[config.mk]
export PLATFORM = sky130hd
export DESIGN_NAME = base58_integer_to_text
export DESIGN_NICKNAME = d
export VERILOG_FILES = /design/src/hw/rtl/b58_pkg.sv /design/src/hw/rtl/b58_div58.sv /design/src/hw/rtl/base58_integer_to_text.sv
export SDC_FILE = /design/constraint.sdc
export NUM_CORES = 2
export LEC_CHECK = 0
export ABC_CLOCK_PERIOD_IN_PS = 8000
export BUFFER_PORTS_ARGS = -buffer_cell sky130_fd_sc_hd__buf_2
export CAP_MARGIN = 20
export CORE_ASPECT_RATIO = 1.4
export CORE_UTILIZATION = 60
export DETAILED_ROUTE_END_ITERATION = 16
export GPL_TIMING_DRIVEN = 1
export PLACE_DENSITY = 0.91
export RECOVER_POWER = 100
export SLEW_MARGIN = 0
export SYNTH_ARGS = -nofsm -noshare
export SYNTH_HDL_FRONTEND = slang
export SYNTH_HIERARCHICAL = 1
export SYNTH_SLANG_ARGS = --single-unit
[constraint.sdc]
create_clock -name clk -period 8 [get_ports clk]
set_input_delay 0.4 -clock clk [delete_from_list [all_inputs] [get_ports clk]]
set_output_delay 0.4 -clock clk [all_outputs]
set_load 0.02 [all_outputs]
[src/hw/rtl/b58_pkg.sv]
// shared types, constants and the character table of the base-58 converter
// no dependencies
`default_nettype none

package b58_pkg;

  // radix and the reciprocal used to divide a 32-bit value by it
  localparam int unsigned RADIX      = 58;
  localparam int unsigned RECIP_SH   = 37;
  localparam logic [31:0] RECIP_MUL  = 32'h8D3D_CB09;  // ceil(2^37 / 58)
  localparam int unsigned MAX_OUT    = 6;              // most characters per value

  typedef enum logic [1:0] {
    ST_IDLE,
    ST_DIV,
    ST_FIX,
    ST_EMIT
  } state_t;

  // quotient and remainder from the divide unit
  typedef struct packed {
    logic [31:0] quot;
    logic [5:0]  rem;
  } div_res_t;

  // digit to ascii, digits beyond the alphabet saturate to its last character
  function automatic logic [6:0] char_of(input logic [5:0] d);
    logic [6:0] dd;
    logic [6:0] c;
    dd = {1'b0, d};
    if (d < 6'd9) begin
      c = 7'd49 + dd;               // '1'..'9'
    end else if (d < 6'd20) begin
      c = 7'd97 + dd - 7'd9;        // 'a'..'k'
    end else if (d < 6'd34) begin
      c = 7'd109 + dd - 7'd20;      // 'm'..'z'
    end else if (d < 6'd42) begin
      c = 7'd65 + dd - 7'd34;       // 'A'..'H'
    end else if (d < 6'd47) begin
      c = 7'd74 + dd - 7'd42;       // 'J'..'N'
    end else if (d < 6'd58) begin
      c = 7'd80 + dd - 7'd47;       // 'P'..'Z'
    end else begin
      c = 7'd90;                    // 'Z'
    end
    return c;
  endfunction

endpackage

`default_nettype wire

[src/hw/rtl/b58_div58.sv]
// shared divide-by-58 unit: registered reciprocal multiply, then remainder fix
// depends on b58_pkg
`default_nettype none

module b58_div58 (
  input  wire logic             clk,
  input  wire logic             start,
  input  wire logic [31:0]      dividend,
  output b58_pkg::div_res_t     res
);
  import b58_pkg::*;

  logic [31:0] x_r;
  logic [63:0] prod_r;
  logic [31:0] q_est;
  logic [31:0] q_x58;
  logic [31:0] r_est;

  // reciprocal multiply, registered
  always_ff @(posedge clk) begin
    if (start) begin
      x_r    <= dividend;
      prod_r <= dividend * RECIP_MUL;
    end
  end

  // quotient from the high product bits, remainder by shift and add
  always_comb begin
    q_est = {5'd0, prod_r[63:RECIP_SH]};
    q_x58 = (q_est << 5) + (q_est << 4) + (q_est << 3) + (q_est << 1);
    r_est = x_r - q_x58;
    if (r_est >= 32'(RADIX)) begin
      res.quot = q_est + 32'd1;
      res.rem  = 6'(r_est - 32'(RADIX));
    end else begin
      res.quot = q_est;
      res.rem  = r_est[5:0];
    end
  end

endmodule

`default_nettype wire

[src/hw/rtl/base58_integer_to_text.sv]
// top level of the base-58 converter: sequencer, digit store, output register
// depends on b58_pkg and b58_div58
//
//  channel | ports                                   | direction
//  in      | in_valid, in_stall, in_number_in[31:0]  | request in
//  out     | out_valid, out_stall, out_char_code[6:0], | request out
//          | out_last_char                           |
//
// each divide step runs in the shared reciprocal multiplier unit, through the
// DIV state, where the product is registered, and the FIX state, where the
// remainder is stored; then out takes one character per cycle unless stalled.
// in_stall stays high from the accepted request until the last character is
// loaded into the output register; a stall on out holds the sequencer in emit.
// synchronous active-low reset returns the sequencer to idle and empties out.
`default_nettype none

module base58_integer_to_text #(
  parameter int unsigned MAX_DIGITS = 6
) (
  input  wire logic        clk,
  input  wire logic        rst_n,
  input  wire logic        in_valid,
  output logic             in_stall,
  input  wire logic [31:0] in_number_in,
  output logic             out_valid,
  input  wire logic        out_stall,
  output logic [6:0]       out_char_code,
  output logic             out_last_char
);
  import b58_pkg::*;

  localparam int unsigned CNT_W = $clog2(MAX_DIGITS + 1);
  localparam int unsigned IDX_W = $clog2(MAX_DIGITS);

  state_t            state_r, state_nxt;
  logic [31:0]       quot_r, quot_nxt;
  logic [CNT_W-1:0]  cnt_r, cnt_nxt;
  logic [CNT_W-1:0]  k_r, k_nxt;
  logic [5:0]        dig_r [MAX_DIGITS];
  logic              dig_we;
  logic [5:0]        dig_wdata;
  logic              div_start;
  div_res_t          div_res;
  logic              more_div;
  logic              out_free;
  logic              load;
  logic [CNT_W-1:0]  n_out;
  logic [CNT_W-1:0]  rd_idx;
  logic              is_last;
  logic              out_valid_r;
  logic [6:0]        char_r;
  logic              last_r;

  b58_div58 u_div (
    .clk      (clk),
    .start    (div_start),
    .dividend (quot_r),
    .res      (div_res)
  );

  // loop condition, character count and read index
  always_comb begin
    more_div = (quot_r >= 32'(RADIX)) && ((cnt_r + CNT_W'(1)) < CNT_W'(MAX_DIGITS));
    n_out    = (cnt_r > CNT_W'(MAX_OUT)) ? CNT_W'(MAX_OUT) : cnt_r;
    rd_idx   = cnt_r - CNT_W'(1) - k_r;
    is_last  = (k_r + CNT_W'(1)) == n_out;
    out_free = !out_valid_r || !out_stall;
  end

  // next state
  always_comb begin
    state_nxt = state_r;
    unique case (state_r)
      ST_IDLE: if (in_valid) state_nxt = ST_DIV;
      ST_DIV:  state_nxt = more_div ? ST_FIX : ST_EMIT;
      ST_FIX:  state_nxt = ST_DIV;
      ST_EMIT: if (out_free && is_last) state_nxt = ST_IDLE;
      default: state_nxt = ST_IDLE;
    endcase
  end

  // datapath controls
  always_comb begin
    quot_nxt  = quot_r;
    cnt_nxt   = cnt_r;
    k_nxt     = k_r;
    div_start = 1'b0;
    dig_we    = 1'b0;
    dig_wdata = div_res.rem;
    load      = 1'b0;
    unique case (state_r)
      ST_IDLE: begin
        if (in_valid) begin
          quot_nxt = in_number_in;
          cnt_nxt  = '0;
        end
      end
      ST_DIV: begin
        if (more_div) begin
          div_start = 1'b1;
        end else begin
          // leading digit, saturated when the digit limit cut the loop short
          dig_we    = 1'b1;
          dig_wdata = (quot_r >= 32'(RADIX)) ? 6'(RADIX - 1) : quot_r[5:0];
          cnt_nxt   = cnt_r + CNT_W'(1);
          k_nxt     = '0;
        end
      end
      ST_FIX: begin
        dig_we   = 1'b1;
        quot_nxt = div_res.quot;
        cnt_nxt  = cnt_r + CNT_W'(1);
      end
      ST_EMIT: begin
        if (out_free) begin
          load  = 1'b1;
          k_nxt = k_r + CNT_W'(1);
        end
      end
      default: ;
    endcase
  end

  // control registers
  always_ff @(posedge clk) begin
    if (!rst_n) begin
      state_r     <= ST_IDLE;
      quot_r      <= '0;
      cnt_r       <= '0;
      k_r         <= '0;
      out_valid_r <= 1'b0;
    end else begin
      state_r <= state_nxt;
      quot_r  <= quot_nxt;
      cnt_r   <= cnt_nxt;
      k_r     <= k_nxt;
      if (load) begin
        out_valid_r <= 1'b1;
      end else if (!out_stall) begin
        out_valid_r <= 1'b0;
      end
    end
  end

  // digit store, least significant digit at entry zero
  always_ff @(posedge clk) begin
    if (dig_we) begin
      dig_r[cnt_r[IDX_W-1:0]] <= dig_wdata;
    end
  end

  // output register
  always_ff @(posedge clk) begin
    if (load) begin
      char_r <= char_of(dig_r[rd_idx[IDX_W-1:0]]);
      last_r <= is_last;
    end
  end

  assign in_stall      = (state_r != ST_IDLE);
  assign out_valid     = out_valid_r;
  assign out_char_code = char_r;
  assign out_last_char = last_r;

endmodule

`default_nettype wire

==> flow_summary.yaml <==
status:
  outcome: "finished, violations left"
  violations: "max-capacitance violations, max-slew violations"
finish:
  regArea_um2: 3920
  multiInputGateArea_um2: 21500
  layout_common_cells: "inv_1 (721), fa_1 (485), ha_1 (473)"
  syn2layout_area_growth_pct: 6.98
  drive_gt1_frac: 0.0660
  final_common_cell: "inv_1"
  nets: 3828
  fillers: 3404
sta:
  hold_violations: 0
  setup_violations: 0
  worst_pin_slew_ps: 3360
  fin_crit_sh: 0.976
  clock_skew_ps: 15.3
  finalCriticalPeriod_ps: 7810
  fin_setup_tns_ps: 0
  slew_headroom: -1.24
  slew_viol_final: 162
  rsz0062_at_grt: "yes"
  holdWs_ps: 307
  max_freq_ghz: 0.128
clock_tree:
  clockBufferDepth: 2
  cts_tree: "yes"
  cts-buffers-inserted: 17
  cts_sinks: 144
  ctsHoldBuffers: 0
  htree_levels: 4
  clkLatencyLatePin_ps: 450
  clk_pin_slew_ps: 70
  root_buffer: "clkbuf_16"
detailed_routing:
  firstDrtPassIters: 6
  drt_wl_total_um: 80400
  antenna_left: 0
  drc_errors: 0
  vias_per_cell: 5.94
  first_iter_violations: 1413
  wl_per_cell_um: 23.2
  dr_total_vias: 20600
logic_synthesis:
  synthFlopType: "edfxtp_1"
  yosys.cell_types.count: 93
  yosysWarnings: 6
  seq_area_frac_synth: 0.138
  netlist_area_um2: 28300
  synth_edf_count: 103
  netlist_instances: 2730
  syn_area_per_cell_um2: 10.4
  synthArstFlopShare: 0
  ys_ff_latch: 144
run:
  drv_cap: 3
placed_design:
  gp_congestion: 1.05
  hpwl_um: 67300
  numPortBuffers: 45
worst_setup_path:
  crit_end: "u_div/prod_r[57]"
  r2r-start: "quot_r[16]"
  start_kind: "register"
  critPathKind: "register to register"
  crit_start: "quot_r[16]"
  reg2reg_slack_ps: 190
  cp_max_fo: 3
  ff2ff_path_depth: 27
  cp_data_required_time_ps: 8200
  endpoint_kind: "register"
  worstPathArrival_ps: 8010
  r2r_end: "u_div/prod_r[57]"
hold_path:
  hold_depth: 4
  hold_start: "in_number_in[28]"
  hold_path_class: "input port to register"
die:
  num_rows: 93
  die_area_um2: 48100
  design.core.area_um2: 46300
  die_w_um: 186
  start_util: 0.611
  die_h_um: 259
  pin_count: 46
global_route:
  antenna_found_initial: 8
  grt_max_degree: 65
  overflow: 0
  grt_pass1_vias: 23000
  grtUsageTotal: 0.357
  grt_pass1_wl_um: 127000
layer usage:
layer | up-vias | part of all wire | GRT usage | wire, µm
met1 | 10200 | 0.33 | 0.374 | 26600
met3 | 413 | 0.070 | 0.0805 | 5650
met5 | - | 0.00052 | 0 | 42
met4 | 8 | 0.10 | 0.299 | 8010
li1 | 8951 | - | - | -
met2 | 1000 | 0.50 | 0.606 | 40100
synthesized netlist by cell type (all sizes together), types with 23 or more instances:
cell type / n / area [µm²]
ha: 473 / 5920
nand3: 34 / 205
inv: 726 / 2730
edfxtp: 103 / 3090
dfxtp: 41 / 821
buf: 23 / 140
nor3: 28 / 140
nand4: 27 / 169
o21ai: 57 / 285
o211a: 34 / 340
mux2i: 44 / 457
a21o: 38 / 285
a21oi: 88 / 440
nand2: 112 / 428
xnor2: 62 / 543
fa: 485 / 9710
nor2: 60 / 228
metrics by stage:
step	instances	worst slack [ps]	util	area [µm²]
2_1_floorplan	2733	83.1	-	28300
3_3_place_gp	3431	1.53	0.641	29700
3_5_place_dp	3431	-10.3	0.641	29700
4_1_cts	3463	25.0	0.655	30300
5_1_grt	3464	-37.2	0.654	30300
6_report	3466	195	0.654	30300
flip-flops by register name, indices dropped and copies added (netlist names):
signal         flops
out_valid          1
state_r            2
k_r                3
u_div/x_r         32
out_char_code      7
cnt_r              3
out_last_char      1
dig_r             36
quot_r            32
u_div/prod_r      27
layout make-up:
| class | instances | share of cell area |
|---|---|---|
| antenna | 2 | 0.000165 |
| timing repair buffer | 127 | 0.0249 |
| clock buffer | 17 | 0.0140 |
| tap | 617 | 0.0255 |
| inverter | 727 | 0.0901 |
| sequential | 144 | 0.129 |
| clock inverter | 15 | 0.00628 |
| multi-input combinational | 1817 | 0.710 |
worst min-delay path by stage:
stage / endpoint / slack [ps]
after floorplan: state_r[0] / 480
after global placement: state_r[0] / 490
after detailed placement: state_r[0] / 530
after CTS: quot_r[2] / 290
after global routing: quot_r[2] / 330
final: quot_r[28] / 310
worst max-delay path, cell delays in order, from the launching register on:
cell and delay (ps):
dfxtp_1 340, inv_2 70, fa_1 540, inv_1 60, fa_1 500, inv_1 60
fa_1 560, fa_1 440, fa_1 500, inv_1 60, fa_1 510, fa_1 550
inv_1 60, fa_1 540, inv_1 50, ha_1 310, a21o_1 180, o21bai_1 180
a221oi_2 280, nor2_1 70, a2111oi_1 320, buf_4 200, a21boi_2 90, o2111a_2 280
o211a_4 280, o311ai_4 260, o21bai_1 120, xor2_1 150
cells by family after synthesis:
logic type | count (synthesis) | share of synthesized area
flip-flops | 144 | 0.138
XOR/XNOR | 86 | 0.0276
multiplexers | 60 | 0.0251
other | 1 | 0.000132
buffers and inverters | 772 | 0.104
adder cells (fa/ha/maj) | 958 | 0.552
AND/OR/NAND/NOR | 363 | 0.0674
AO/OA/AOI/OAI | 346 | 0.0852
what timing repair did:
action | in CTS | in global routing
pin swaps | 0 | 4
setup buffers | 0 | 1
resized for setup | 3 | 21
endpoints found under the setup margin | 5 | 16
gates cloned | 0 | 0
Power is not shown: default switching activity piles up to over one toggle a cycle in this logic, so the estimate is an artifact.
